$ cat src/rtl/mvl2_pkg.sv
// ============================================================================
// mvl2_pkg: shared types, constants and the CRC step for the MAVLink v2 framer
// Holds the configuration bundle, the queue entry layout, register indexes,
// header positions and the X.25 byte fold used by the back end.
// ============================================================================
package mvl2_pkg;

    // Field widths
    localparam int BYTE_W    = 8;
    localparam int MSGID_W   = 24;
    localparam int CRC_W     = 16;
    localparam int CFG_IDX_W = 3;

    // Configuration register indexes
    localparam logic [CFG_IDX_W-1:0] REG_PAYLOAD_LENGTH = 3'd0;
    localparam logic [CFG_IDX_W-1:0] REG_MESSAGE_ID     = 3'd1;
    localparam logic [CFG_IDX_W-1:0] REG_CRC_EXTRA      = 3'd2;
    localparam logic [CFG_IDX_W-1:0] REG_SYSTEM_ID      = 3'd3;
    localparam logic [CFG_IDX_W-1:0] REG_COMPONENT_ID   = 3'd4;

    // Reset values of the registers
    localparam logic [BYTE_W-1:0]  RST_PAYLOAD_LENGTH = 8'd64;
    localparam logic [MSGID_W-1:0] RST_MESSAGE_ID     = 24'd107;
    localparam logic [BYTE_W-1:0]  RST_CRC_EXTRA      = 8'd108;
    localparam logic [BYTE_W-1:0]  RST_SYSTEM_ID      = 8'd1;
    localparam logic [BYTE_W-1:0]  RST_COMPONENT_ID   = 8'd1;

    // Framing constants
    localparam logic [BYTE_W-1:0] FRAME_MAGIC = 8'hFD;
    localparam logic [CRC_W-1:0]  CRC_INIT    = 16'hFFFF;

    // Header byte positions (magic sits at position zero)
    localparam int HDR_IDX_W = 4;
    localparam logic [HDR_IDX_W-1:0] HDR_LEN    = 4'd1;
    localparam logic [HDR_IDX_W-1:0] HDR_INCOMP = 4'd2;
    localparam logic [HDR_IDX_W-1:0] HDR_COMPAT = 4'd3;
    localparam logic [HDR_IDX_W-1:0] HDR_SEQ    = 4'd4;
    localparam logic [HDR_IDX_W-1:0] HDR_SYSID  = 4'd5;
    localparam logic [HDR_IDX_W-1:0] HDR_COMPID = 4'd6;
    localparam logic [HDR_IDX_W-1:0] HDR_MSGID0 = 4'd7;
    localparam logic [HDR_IDX_W-1:0] HDR_MSGID1 = 4'd8;
    localparam logic [HDR_IDX_W-1:0] HDR_MSGID2 = 4'd9;

    // Queue between front and back
    localparam int Q_DEPTH = 4;
    localparam int Q_AW    = $clog2(Q_DEPTH);
    localparam int Q_CW    = $clog2(Q_DEPTH + 1);

    // Live configuration
    typedef struct packed {
        logic [BYTE_W-1:0]  payload_length;
        logic [MSGID_W-1:0] message_id;
        logic [BYTE_W-1:0]  crc_extra;
        logic [BYTE_W-1:0]  system_id;
        logic [BYTE_W-1:0]  component_id;
    } cfg_t;

    // One classified payload beat
    typedef struct packed {
        logic [BYTE_W-1:0] data;
        logic              first;
        logic              last;
        logic [BYTE_W-1:0] seq;
    } q_entry_t;

    // Length byte as sent: zero acts as one
    function automatic logic [BYTE_W-1:0] eff_length(input logic [BYTE_W-1:0] len);
        eff_length = (len == '0) ? 8'd1 : len;
    endfunction

    // X.25 CRC, one byte (MAVLink accumulate form)
    function automatic logic [CRC_W-1:0] crc_fold(input logic [CRC_W-1:0] crc,
                                                  input logic [BYTE_W-1:0] b);
        logic [BYTE_W-1:0] t;
        t = b ^ crc[7:0];
        t = t ^ {t[3:0], 4'b0000};
        crc_fold = {8'h00, crc[15:8]} ^ {t, 8'h00} ^ {5'b00000, t, 3'b000}
                 ^ {12'h000, t[7:4]};
    endfunction

endpackage

$ cat src/rtl/mavlink_v2_frame_encoder.sv
// ============================================================================
// mavlink_v2_frame_encoder: MAVLink v2 framer with X.25 CRC
// Wraps packed payload bytes into v2 frames: header, payload, CRC.
// ============================================================================
// Usage:
//   Input channel (in_valid / in_stall / payload_byte): one payload byte per
//   beat. Output channel (out_valid / out_stall / frame_byte, last_of_run,
//   frame_end): one framed byte per beat; last_of_run marks the final byte
//   caused by an input beat, frame_end marks the CRC high byte.
//   Config channel (cfg_valid / cfg_ready / cfg_index / cfg_data): always
//   ready; write only while the block is idle. Unknown indexes are ignored.
//   Throughput: the output runs one byte per cycle while out_stall is low.
//   A middle payload byte yields 1 output byte, the first byte of a frame
//   11, the last byte 3, and a one-byte frame 13, as set by the back-end
//   sequencer. A 4-entry queue lets input keep flowing meanwhile.
//   Path: an accepted beat passes through the queue and the output register.
//   Reset: registers return to their defaults, sequence number and frame
//   position to zero, queue and output empty.
//   Stall: while out_stall is high the output beat holds; the queue fills and
//   in_stall rises once it holds 4 beats.
// ============================================================================
module mavlink_v2_frame_encoder (
    input  logic        clk,
    input  logic        rst_n,
    input  logic        in_valid,
    output logic        in_stall,
    input  logic [7:0]  payload_byte,
    output logic        out_valid,
    input  logic        out_stall,
    output logic [7:0]  frame_byte,
    output logic        last_of_run,
    output logic        frame_end,
    input  logic        cfg_valid,
    output logic        cfg_ready,
    input  logic [2:0]  cfg_index,
    input  logic [23:0] cfg_data
);
    import mvl2_pkg::*;

    cfg_t     cfg_reg;
    q_entry_t push_entry;
    q_entry_t head;
    logic     push;
    logic     pop;
    logic     q_empty;
    logic     q_full;
    logic     cfg_we;

    // Configuration registers
    assign cfg_ready = 1'b1;
    assign cfg_we    = cfg_valid && cfg_ready;

    always_ff @(posedge clk or negedge rst_n)
    begin
        if (!rst_n)
        begin
            cfg_reg.payload_length <= RST_PAYLOAD_LENGTH;
            cfg_reg.message_id     <= RST_MESSAGE_ID;
            cfg_reg.crc_extra      <= RST_CRC_EXTRA;
            cfg_reg.system_id      <= RST_SYSTEM_ID;
            cfg_reg.component_id   <= RST_COMPONENT_ID;
        end
        else if (cfg_we)
        begin
            unique case (cfg_index)
                REG_PAYLOAD_LENGTH: cfg_reg.payload_length <= cfg_data[7:0];
                REG_MESSAGE_ID:     cfg_reg.message_id     <= cfg_data;
                REG_CRC_EXTRA:      cfg_reg.crc_extra      <= cfg_data[7:0];
                REG_SYSTEM_ID:      cfg_reg.system_id      <= cfg_data[7:0];
                REG_COMPONENT_ID:   cfg_reg.component_id   <= cfg_data[7:0];
                default:            cfg_reg                <= cfg_reg;
            endcase
        end
    end

    // Intake and classification
    mvl2_front u_front (
        .clk          (clk),
        .rst_n        (rst_n),
        .in_valid     (in_valid),
        .in_stall     (in_stall),
        .payload_byte (payload_byte),
        .cfg          (cfg_reg),
        .q_full       (q_full),
        .push         (push),
        .push_entry   (push_entry)
    );

    // Decoupling queue
    mvl2_queue u_queue (
        .clk        (clk),
        .rst_n      (rst_n),
        .push       (push),
        .push_entry (push_entry),
        .pop        (pop),
        .head       (head),
        .empty      (q_empty),
        .full       (q_full)
    );

    // Framing and output
    mvl2_back u_back (
        .clk         (clk),
        .rst_n       (rst_n),
        .cfg         (cfg_reg),
        .head        (head),
        .q_empty     (q_empty),
        .pop         (pop),
        .out_valid   (out_valid),
        .out_stall   (out_stall),
        .frame_byte  (frame_byte),
        .last_of_run (last_of_run),
        .frame_end   (frame_end)
    );

endmodule

$ cat src/rtl/mvl2_front.sv
// ============================================================================
// mvl2_front: payload intake and classification
// Accepts payload beats, tracks the position in the frame and the sequence
// number, and tags each beat as first and/or last of its frame.
// ============================================================================
module mvl2_front (
    input  logic                     clk,
    input  logic                     rst_n,
    input  logic                     in_valid,
    output logic                     in_stall,
    input  logic [7:0]               payload_byte,
    input  mvl2_pkg::cfg_t           cfg,
    input  logic                     q_full,
    output logic                     push,
    output mvl2_pkg::q_entry_t       push_entry
);
    import mvl2_pkg::*;

    logic [BYTE_W-1:0] pos_reg, pos_next;
    logic [BYTE_W-1:0] seq_reg, seq_next;
    logic [BYTE_W-1:0] len_eff;
    logic              is_first;
    logic              is_last;

    // Handshake: stall only while the queue is full
    assign in_stall = q_full;
    assign push     = in_valid && !in_stall;

    // Classify the beat
    assign len_eff  = eff_length(cfg.payload_length);
    assign is_first = (pos_reg == '0);
    assign is_last  = ({1'b0, pos_reg} + 9'd1) >= {1'b0, len_eff};

    assign push_entry.data  = payload_byte;
    assign push_entry.first = is_first;
    assign push_entry.last  = is_last;
    assign push_entry.seq   = seq_reg;

    // Position and sequence update
    always_comb
    begin
        pos_next = pos_reg;
        seq_next = seq_reg;
        if (push)
        begin
            pos_next = is_last ? '0 : pos_reg + 8'd1;
            if (is_first)
            begin
                seq_next = seq_reg + 8'd1;
            end
        end
    end

    always_ff @(posedge clk or negedge rst_n)
    begin
        if (!rst_n)
        begin
            pos_reg <= '0;
            seq_reg <= '0;
        end
        else
        begin
            pos_reg <= pos_next;
            seq_reg <= seq_next;
        end
    end

endmodule

$ cat src/rtl/mvl2_queue.sv
// ============================================================================
// mvl2_queue: short FIFO between front and back
// Holds classified payload beats so intake and framing stall independently.
// ============================================================================
module mvl2_queue (
    input  logic                     clk,
    input  logic                     rst_n,
    input  logic                     push,
    input  mvl2_pkg::q_entry_t       push_entry,
    input  logic                     pop,
    output mvl2_pkg::q_entry_t       head,
    output logic                     empty,
    output logic                     full
);
    import mvl2_pkg::*;

    q_entry_t          slot_reg [Q_DEPTH];
    logic [Q_AW-1:0]   wr_ptr_reg, wr_ptr_next;
    logic [Q_AW-1:0]   rd_ptr_reg, rd_ptr_next;
    logic [Q_CW-1:0]   count_reg, count_next;

    assign empty = (count_reg == '0);
    assign full  = (count_reg == Q_CW'(Q_DEPTH));
    assign head  = slot_reg[rd_ptr_reg];

    // Pointer and count update
    always_comb
    begin
        wr_ptr_next = wr_ptr_reg;
        rd_ptr_next = rd_ptr_reg;
        count_next  = count_reg;
        if (push)
        begin
            wr_ptr_next = wr_ptr_reg + 1'b1;
        end
        if (pop)
        begin
            rd_ptr_next = rd_ptr_reg + 1'b1;
        end
        if (push && !pop)
        begin
            count_next = count_reg + 1'b1;
        end
        else if (pop && !push)
        begin
            count_next = count_reg - 1'b1;
        end
    end

    always_ff @(posedge clk or negedge rst_n)
    begin
        if (!rst_n)
        begin
            wr_ptr_reg <= '0;
            rd_ptr_reg <= '0;
            count_reg  <= '0;
        end
        else
        begin
            wr_ptr_reg <= wr_ptr_next;
            rd_ptr_reg <= rd_ptr_next;
            count_reg  <= count_next;
        end
    end

    // Storage, no reset needed
    always_ff @(posedge clk)
    begin
        if (push)
        begin
            slot_reg[wr_ptr_reg] <= push_entry;
        end
    end

    // Checks
    a_count_bound: assert property (@(posedge clk) disable iff (!rst_n)
        count_reg <= Q_CW'(Q_DEPTH))
        else $error("queue count exceeds depth");

    a_no_overflow: assert property (@(posedge clk) disable iff (!rst_n)
        full |-> !push)
        else $error("push into full queue");

endmodule

$ cat src/rtl/mvl2_back.sv
// ============================================================================
// mvl2_back: frame sequencer and output stage
// Walks the queued beats, emits header, payload and CRC bytes one per cycle
// unless stalled, into a registered output, and keeps the running X.25 CRC.
// ============================================================================
module mvl2_back (
    input  logic                     clk,
    input  logic                     rst_n,
    input  mvl2_pkg::cfg_t           cfg,
    input  mvl2_pkg::q_entry_t       head,
    input  logic                     q_empty,
    output logic                     pop,
    output logic                     out_valid,
    input  logic                     out_stall,
    output logic [7:0]               frame_byte,
    output logic                     last_of_run,
    output logic                     frame_end
);
    import mvl2_pkg::*;

    typedef enum logic [4:0] {
        ST_NEXT   = 5'b00001,
        ST_HDR    = 5'b00010,
        ST_PAY    = 5'b00100,
        ST_CRC_LO = 5'b01000,
        ST_CRC_HI = 5'b10000
    } state_t;

    state_t               state_reg, state_next;
    logic [HDR_IDX_W-1:0] idx_reg, idx_next;
    logic [CRC_W-1:0]     crc_reg, crc_next;
    logic                 out_valid_reg, out_valid_next;
    logic [BYTE_W-1:0]    byte_reg, byte_next;
    logic                 lor_reg, lor_next;
    logic                 fe_reg, fe_next;
    logic                 slot_free;
    logic                 load;
    logic [BYTE_W-1:0]    hdr_byte;
    logic [CRC_W-1:0]     crc_pay;
    logic [CRC_W-1:0]     crc_hdr;
    logic [CRC_W-1:0]     crc_xtra;

    // Output slot can take a beat when empty or draining this cycle
    assign slot_free = !out_valid_reg || !out_stall;

    // Header byte mux
    always_comb
    begin
        unique case (idx_reg)
            HDR_LEN:    hdr_byte = eff_length(cfg.payload_length);
            HDR_INCOMP: hdr_byte = 8'h00;
            HDR_COMPAT: hdr_byte = 8'h00;
            HDR_SEQ:    hdr_byte = head.seq;
            HDR_SYSID:  hdr_byte = cfg.system_id;
            HDR_COMPID: hdr_byte = cfg.component_id;
            HDR_MSGID0: hdr_byte = cfg.message_id[7:0];
            HDR_MSGID1: hdr_byte = cfg.message_id[15:8];
            HDR_MSGID2: hdr_byte = cfg.message_id[23:16];
            default:    hdr_byte = 8'h00;
        endcase
    end

    // CRC candidates
    assign crc_pay  = crc_fold(crc_reg, head.data);
    assign crc_hdr  = crc_fold(crc_reg, hdr_byte);
    assign crc_xtra = crc_fold(crc_reg, cfg.crc_extra);

    // Sequencer
    always_comb
    begin
        state_next = state_reg;
        idx_next   = idx_reg;
        crc_next   = crc_reg;
        pop        = 1'b0;
        load       = 1'b0;
        byte_next  = byte_reg;
        lor_next   = lor_reg;
        fe_next    = fe_reg;
        unique case (state_reg)
            ST_NEXT:
            begin
                if (slot_free && !q_empty)
                begin
                    load = 1'b1;
                    if (head.first)
                    begin
                        byte_next  = FRAME_MAGIC;
                        lor_next   = 1'b0;
                        fe_next    = 1'b0;
                        crc_next   = CRC_INIT;
                        idx_next   = HDR_LEN;
                        state_next = ST_HDR;
                    end
                    else
                    begin
                        byte_next  = head.data;
                        lor_next   = !head.last;
                        fe_next    = 1'b0;
                        crc_next   = crc_pay;
                        pop        = 1'b1;
                        state_next = head.last ? ST_CRC_LO : ST_NEXT;
                    end
                end
            end
            ST_HDR:
            begin
                if (slot_free)
                begin
                    load      = 1'b1;
                    byte_next = hdr_byte;
                    lor_next  = 1'b0;
                    fe_next   = 1'b0;
                    crc_next  = crc_hdr;
                    idx_next  = idx_reg + 1'b1;
                    if (idx_reg == HDR_MSGID2)
                    begin
                        state_next = ST_PAY;
                    end
                end
            end
            ST_PAY:
            begin
                if (slot_free)
                begin
                    load       = 1'b1;
                    byte_next  = head.data;
                    lor_next   = !head.last;
                    fe_next    = 1'b0;
                    crc_next   = crc_pay;
                    pop        = 1'b1;
                    state_next = head.last ? ST_CRC_LO : ST_NEXT;
                end
            end
            ST_CRC_LO:
            begin
                if (slot_free)
                begin
                    load       = 1'b1;
                    crc_next   = crc_xtra;
                    byte_next  = crc_xtra[7:0];
                    lor_next   = 1'b0;
                    fe_next    = 1'b0;
                    state_next = ST_CRC_HI;
                end
            end
            ST_CRC_HI:
            begin
                if (slot_free)
                begin
                    load       = 1'b1;
                    byte_next  = crc_reg[15:8];
                    lor_next   = 1'b1;
                    fe_next    = 1'b1;
                    state_next = ST_NEXT;
                end
            end
            default:
            begin
                state_next = ST_NEXT;
            end
        endcase
    end

    // Output valid: set on load, cleared once the beat is taken
    always_comb
    begin
        if (load)
        begin
            out_valid_next = 1'b1;
        end
        else if (!out_stall)
        begin
            out_valid_next = 1'b0;
        end
        else
        begin
            out_valid_next = out_valid_reg;
        end
    end

    always_ff @(posedge clk or negedge rst_n)
    begin
        if (!rst_n)
        begin
            state_reg     <= ST_NEXT;
            idx_reg       <= '0;
            crc_reg       <= CRC_INIT;
            out_valid_reg <= 1'b0;
        end
        else
        begin
            state_reg     <= state_next;
            idx_reg       <= idx_next;
            crc_reg       <= crc_next;
            out_valid_reg <= out_valid_next;
        end
    end

    // Output payload
    always_ff @(posedge clk)
    begin
        byte_reg <= byte_next;
        lor_reg  <= lor_next;
        fe_reg   <= fe_next;
    end

    assign out_valid   = out_valid_reg;
    assign frame_byte  = byte_reg;
    assign last_of_run = lor_reg;
    assign frame_end   = fe_reg;

    // Checks
    a_end_is_last: assert property (@(posedge clk) disable iff (!rst_n)
        (out_valid_reg && fe_reg) |-> lor_reg)
        else $error("frame end without end of run");

    a_crc_pair: assert property (@(posedge clk) disable iff (!rst_n)
        (state_reg == ST_CRC_LO && load) |=> (state_reg == ST_CRC_HI))
        else $error("CRC low byte not followed by high byte");

    a_hdr_idx: assert property (@(posedge clk) disable iff (!rst_n)
        (state_reg == ST_HDR) |-> (idx_reg >= HDR_LEN && idx_reg <= HDR_MSGID2))
        else $error("header index out of range");

endmodule
$ cat config.mk
export PLATFORM = sky130hd
export DESIGN_NAME = mavlink_v2_frame_encoder
export DESIGN_NICKNAME = d
export VERILOG_FILES = /design/src/rtl/mvl2_pkg.sv /design/src/rtl/mavlink_v2_frame_encoder.sv /design/src/rtl/mvl2_front.sv /design/src/rtl/mvl2_queue.sv /design/src/rtl/mvl2_back.sv
export SDC_FILE = /design/constraint.sdc
export NUM_CORES = 1
export LEC_CHECK = 0
export ABC_AREA = 0
export BUFFER_PORTS_ARGS = -buffer_cell sky130_fd_sc_hd__buf_2
export CAP_MARGIN = 20
export CORE_ASPECT_RATIO = 1.4
export CORE_MARGIN = 2
export CORE_UTILIZATION = 50
export CTS_CLUSTER_DIAMETER = 100
export CTS_CLUSTER_SIZE = 8
export DETAILED_ROUTE_END_ITERATION = 10
export PLACE_DENSITY = 0.67
export SYNTH_ARGS = -nofsm -noshare
export SYNTH_HDL_FRONTEND = slang
export SYNTH_SLANG_ARGS = --single-unit
$ cat constraint.sdc
create_clock -name clk -period 3.2 [get_ports clk]
set_input_delay 0.64 -clock clk [delete_from_list [all_inputs] [get_ports clk]]
set_output_delay 0.64 -clock clk [all_outputs]
set_load 0.05 [all_outputs]
## Yosys cells after proc, flatten, opt, wreduce, memory -nomap -nowiden

Memories as Yosys holds them, arrays and structs flattened.
Index checks and enable logic that the tools add are counted.

- Input bits: 40
- Memory bits (read-only): 0
- Memories: 1
- Word-level logic and storage cells: 155
- Latch bits: 0
- Memory bits (writable): 72
- Output and inout bits: 13
- Flip-flop bits (word level): 115

Memories:

| memory | words | width | rd ports | clocked after memory_dff | write ports | RTL line | source |
|---|---|---|---|---|---|---|---|
| u_queue.slot_reg | 4 | 18 | 1 | 0 | 1 | mvl2_queue.sv:17 | `q_entry_t slot_reg [Q_DEPTH];` |

- Divide/modulo/power cells: 0
- $add $sub $neg: 8
- Multiply operators: 0
- Bitwise gates (word level): 15
- Shifts and indexed selects: 0
- Equality and inequality tests: 27
- Mux-type cells: 49
- Reduce and logical (&&, ||, !) cells: 37
- Order comparisons: 1

Operators with widths:

| kind | count |
|---|---|
| 16-bit two-way mux | 5 |
| 8-bit two-way mux | 8 |
| 16-bit case mux with 4 select lines | 1 |
| 8-bit case mux with 7 select lines | 1 |
| 16-bit by 11-bit bitwise XOR with 16-bit output | 3 |
| 16-bit by 4-bit bitwise XOR with 16-bit output | 3 |
| 8-bit by 16-bit bitwise XOR with 16-bit output | 3 |
| 8-bit bitwise XOR | 6 |
| 8-bit case mux with 5 select lines | 1 |
| 5-bit two-way mux | 7 |
| 5-bit case mux with 5 select lines | 1 |
| 2-bit by 1-bit != test with 1-bit output, second input constant | 9 |
| 8-bit by 1-bit adder with 8-bit output, second input constant | 2 |
| 4-bit by 3-bit equality test with 1-bit output, second input constant | 4 |
| 8-bit logical NOT | 2 |
| 4-bit two-way mux | 4 |
| 1-bit two-way mux | 14 |
| 2-bit AND reduction | 6 |
| 6-bit AND reduction | 2 |
| 5-bit AND reduction | 2 |
| 8-bit by 1-bit adder with 9-bit output, second input constant | 1 |
| 9-bit by 8-bit greater-or-equal comparator with 1-bit output | 1 |
| 4-bit equality test, second input constant | 2 |
| 4-bit case mux with 2 select lines | 1 |
| 30 further kinds | 48 |

## Longest topological paths before layout

- Word-level depth: 10
- Gate-level depth with buffers: 15
- Depth with buffers taken out: 12

## Cells and area by module

From an unflattened synthesis, not the netlist that was laid out.

- Cell total of the unflattened synthesis: 780
- Area total of the unflattened synthesis: 10,023.4 um^2

By module, submodules not included:

| module | seq. area each (um^2) | cells each | area an instance (um^2) | instances |
|---|---|---|---|---|
| mvl2_back | 972.2 | 401 | 3,618.5 | 1 |
| mvl2_queue | 2,337.2 | 128 | 2,992.9 | 1 |
| mavlink_v2_frame_encoder | 1,416.4 | 124 | 2,253.4 | 1 |
| mvl2_front | 400.4 | 127 | 1,158.6 | 1 |

## Worst setup path after synthesis

OpenSTA, ideal clock, no wires.

- Path type: register to register
- Start point: register u_queue.count_reg[0]
- End point: register u_queue.count_reg[1]
- Path buffers: 2
- Period minus slack after synthesis: 3.577 ns
- Library setup time: 0.125 ns
- Required time: 3.075 ns
- Stages on the path, launching flop included: 10
- Slack: -0.377 ns
- Arrival time: 3.452 ns
- Cell sequence: dfrtp_1 > nor3b_1 > nand2b_1 > clkbuf_1 > inv_1 > clkbuf_1 > ha_1 > inv_1 > fa_1 > mux2_2

- Elaborated cells on any way between the ends: 17
- Those cells by class: add/sub: 2; eq/ne: 1; mux: 4; reduce/logical: 10

RTL lines:

| what | RTL line | source |
|---|---|---|
| start: declaration | mvl2_queue.sv:20 | `logic [Q_CW-1:0] count_reg, count_next;` |
| start signal: assignment | mvl2_queue.sv:62 | `count_reg <= count_next;` |
| 3-bit equality test | mvl2_queue.sv:23 | `assign full = (count_reg == Q_CW'(Q_DEPTH));` |
| named net in_stall | mavlink_v2_frame_encoder.sv:26 | `output logic in_stall,` |
| 1-bit logical NOT | mvl2_front.sv:27 | `assign push = in_valid && !in_stall;` |
| 1-bit logical AND | mvl2_front.sv:27 |  |
| named net push | mavlink_v2_frame_encoder.sv:43 | `logic push;` |
| 1-bit logical AND | mvl2_queue.sv:40 | `if (push && !pop)` |
| 3-bit two-way mux | mvl2_queue.sv:40 |  |
| named net u_queue.count_next[1] | mvl2_queue.sv:20 |  |

The timed path passes the listed nets, and every way through them passes these cells. The select of a mux whose other input is x is not followed.
A chain may end at the register's enable or synchronous reset.

## Worst setup path in the final report

- Start point: register u_back.idx_reg[0]
- End point: register u_back.crc_reg[3]

- Cells in the longest elaborated chain, start to end: 8
- Elaborated cells on any way between the ends: 14
- Those cells by class: eq/ne: 7; mux: 3; bitwise: 4

Ends and longest elaborated chain:

| what | RTL line | source |
|---|---|---|
| start: declaration | mvl2_back.sv:30 | `logic [HDR_IDX_W-1:0] idx_reg, idx_next;` |
| start signal: assignment | mvl2_back.sv:193 | `idx_reg <= idx_next;` |
| 4-bit equality test, or another cell as far along | mvl2_back.sv:49 | `unique case (idx_reg)` |
| 8-bit case mux with 7 select lines * | mvl2_back.sv:49 |  |
| 8-bit bitwise XOR * | mvl2_pkg.sv:75 | `t = b ^ crc[7:0];` |
| 8-bit bitwise XOR * | mvl2_pkg.sv:76 | `t = t ^ {t[3:0], 4'b0000};` |
| 16-bit by 11-bit bitwise XOR with 16-bit output | mvl2_pkg.sv:77 | `crc_fold = {8'h00, crc[15:8]} ^ {t, 8'h00} ^ {5'b00000, t, 3'b000}` |
| 16-bit by 4-bit bitwise XOR with 16-bit output * | mvl2_pkg.sv:78 | `^ {12'h000, t[7:4]};` |
| 16-bit two-way mux * | mvl2_back.sv:107 | `if (slot_free)` |
| 16-bit case mux with 4 select lines * | mvl2_back.sv:79 | `unique case (state_reg)` |
| end signal: assignment | mvl2_back.sv:194 | `crc_reg <= crc_next;` |
| end: declaration | mvl2_back.sv:31 | `logic [CRC_W-1:0] crc_reg, crc_next;` |

Every way passes the cells marked *; elsewhere a longest branch is shown, timed or not. The select of a mux whose other input is x is not followed.

==> metrics.csv <==
metric,value,unit
post-route minimum period,2.97,ns
yosys warns,0,
vias per cell,5.91,
Max Fclk,336,MHz
max FFs per register,72,
Detail Placement HPWL,16900,um
TritonCTS clock tree,done,
Chip Height,170,um
crit start category,flip-flop,
post-synthesis register bit count,187,
area delta synth->final,12.3,%
RePlAce Congestion,0.934,
setup_tns,0,ns
worst skew pair latency,0.43,ns
Clock Tree Buf Depth,2,
Slew HR,0.330,
H-tree depth,4,
Final Cycle Share,0.929,
dpl ws,0.0627,ns
run status,completed,
Residual DRC,0,
share of layout cells above drive strength 1,0.251,
crit path cell chain,inv_1 > ha_1 > nand4b_1 > buf_4 > buf_4 > o22ai_1 > nor3_1 > o211ai_2 > xnor2_1 > a21oi_1 > a311oi_1,
Max-Cap Viols,0,
R2R depth,11,
core area,19300,sq um
Worst-Margin Slew,1.00,ns
min-delay worst type,input pin to asynchronous set/reset pin,
Num Clock Sinks,187,
syn nets,890,
# fillers,1612,
nets@finish,943,
"Core Util, Final",0.573,
clock skew,0.0119,ns
# port buffers,51,
register area share after synthesis,0.521,
Static Leak,4.33,nW
area of the multi-input gates,4450,sq um
RSZ-0062 raised after global routing,false,
number of global-route vias before repair,6788,
"Slew Viols, Final",0,
Crit Path Max Fanout,11,
syn avg cell area,11.9,sq um
Clock Pin Slew Worst Setup and Hold Paths,0.07,ns
CP arrival,3.30,ns
WS Path Type,flip-flop to flip-flop,
largest net degree at the start of global routing,45,
ANT cells,0,
final WL,23300,um
Die X,123,um
std cell rows,60,
final setup margin,0.228,ns
Finished Layout Cells,1143,
worst path required time,3.52,ns
Post-synth EDFFs,82,
post-route antenna net violation count,0,
VDD IR max,0.555,mV
CTS Root Cell,clkbuf_16,
first-pass GRT wire length,36900,um
mapped cell area,9850,sq um
initial antenna violation count,0,
CP endpoint kind,flip-flop,
Via Count,6760,
Final Hold Viols,0,
drt pass-1 iters,5,
"Distinct cells, synth",74,
grt ovf,0,
Crit path top cell by count,buf_4,
initial core utilization,0.510,
ys flop type,edfxtp_1,
GRT Total Usage,0.236,
ys async rst share,0.561,
WHS,0.211,ns
die area,20800,sq um
initial detailed-routing violation count,487,
Mapped Cells,829,
Avg WL per Cell,20.4,um
placed cell count,1109,
FF/Latch Area,5130,sq um
"Slowest-stage cell, CP",dfrtp_1,
Pwr Density,1090,nW/um^2
I/O pin cnt,53,
final setup violation count,0,
CTS buffer count,17,
"Largest stage delay, worst path",0.44,ns
[critical path: cells and delay by family (launching register included)]
kind / cells / cell delay (ns)
DFF: 1 / 0.44
AOI/OAI and AO/OA: 4 / 1.08
xor gates and xnor gates: 1 / 0.16
buffers and inverters: 3 / 0.43
and+or+nand+nor: 2 / 0.33
adders and majority gates: 1 / 0.41
[final cells by class]
cell class | count | share of cell area
tap | 248 | 0.0281
timing repair buffer | 79 | 0.0435
clock buffer | 19 | 0.0401
clock inverter | 13 | 0.0156
inverter | 20 | 0.00679
multi-input combinational | 577 | 0.402
sequential | 187 | 0.464
[layer usage]
metal,part of all wire,up-vias,GRT usage,wire [um]
met2,0.51,211,0.398,11900
met3,0.040,66,0.0395,933
met1,0.40,3344,0.285,9310
met4,0.049,0,0.127,1150
li1,-,3139,-,-
met5,0,-,0,0
[placed cells by master, fill, tap and decap left out, types with 4 or more instances in the layout]
cell type / count
and2_1: 7
a22oi_1: 8
nor3_1: 9
a31oi_1: 5
a21o_1: 5
o21ai_0: 41
and3b_1: 5
xor2_1: 36
buf_2: 50
a222oi_1: 5
inv_1: 20
o211ai_1: 4
nand3_1: 15
inv_6: 4
dfrtp_1: 75
clkbuf_16: 17
a311oi_1: 7
mux2_2: 58
mux4_2: 13
nor2_1: 49
nand4_1: 5
ha_1: 20
dfstp_2: 29
mux2i_1: 18
edfxtp_1: 82
xnor2_1: 70
buf_4: 28
o22ai_1: 15
o221ai_1: 6
a22o_1: 5
a21oi_1: 35
nand2_1: 61
nor2b_1: 5
nor4_1: 4
nand2b_1: 8
[final timing paths]
check / from / endpoint / slack [ns]
min reg2reg: u_back.crc_reg[4] / u_back.crc_reg[4] / 0.48
min in group clk: payload_byte[7] / u_queue.slot_reg[2][17] / 0.43
max: u_back.idx_reg[0] / u_back.crc_reg[3] / 0.23
min: rst_n / cfg_reg[17] / 0.21
max reg2reg: u_back.idx_reg[0] / u_back.crc_reg[3] / 0.23
max in group asynchronous: rst_n / cfg_reg[54] / 2.19
[power by group]
part | total [W] | switching, W | internal, W
clock network | 0.00219 | 0.000981 | 0.00121
logic | 0.00575 | 0.00335 | 0.00240
registers | 0.00406 | 0.000655 | 0.00340
total | 0.0120 | 0.00499 | 0.00702
[kinds of logic (layout without fill, tap and decap cells)]
group                    Yosys count  in the layout  share of synthesized area
other                              1              1                   0.000381
buffers and inverters             65            131                     0.0288
AND/OR/NAND/NOR                  190            190                     0.0953
flip-flops                       187            187                      0.521
adder cells (fa/ha/maj)           21             21                     0.0274
AO/OA/AOI/OAI                    167            167                      0.114
XOR/XNOR                         108            108                     0.0976
multiplexers                      90             90                      0.116
[per-stage QoR]
stage                     power, W  cell area (sq um)
after floorplan            0.00835               9850
after global placement     0.00972              10400
after detailed placement   0.00981              10400
after CTS                   0.0120              11000
after global routing        0.0127              11100
final                       0.0120              11100
[synth_stat cells, types with 3 or more instances]
cell       count  area share
dfrtp_1       76        0.19
o211ai_1       4      0.0030
nor2_1        49       0.019
and3b_1        5      0.0044
o221ai_1       6      0.0053
a22oi_1        8      0.0061
nand2b_1       8      0.0051
xor2_1        36       0.032
o21ai_0       41       0.021
ha_1          20       0.025
edfxtp_1      82        0.25
mux2_2        58       0.066
a22o_1         5      0.0044
buf_1          3      0.0011
a2111oi_0      3      0.0027
and2_1         7      0.0044
nor2b_1        5      0.0032
nand2_1       61       0.023
o22ai_1       15      0.0095
a211oi_1       3      0.0023
nor4_1         4      0.0025
clkbuf_1      31       0.012
nand4_1        5      0.0032
nor3_1         9      0.0046
a21o_1         5      0.0038
o21a_1         3      0.0023
dfstp_2       29       0.077
o2bb2ai_1      3      0.0027
nand3_1       15      0.0076
buf_6          3      0.0034
xnor2_1       70       0.062
mux2i_1       18       0.018
nand3b_1       3      0.0023
mux4_2        13       0.030
a31oi_1        5      0.0032
a21oi_1       35       0.018
nor3b_1        3      0.0023
nand4b_1       3      0.0027
inv_1         20      0.0076
buf_2          5      0.0025
a311oi_1       7      0.0062
a222oi_1       5      0.0051
[repair_timing]
action	CTS	global route
endpoints found under the setup margin	0	5
gates resized for setup	0	1
hold buffers	0	0
buffers inserted	0	2
No activity file was read; power rests on OpenSTA's default activity.
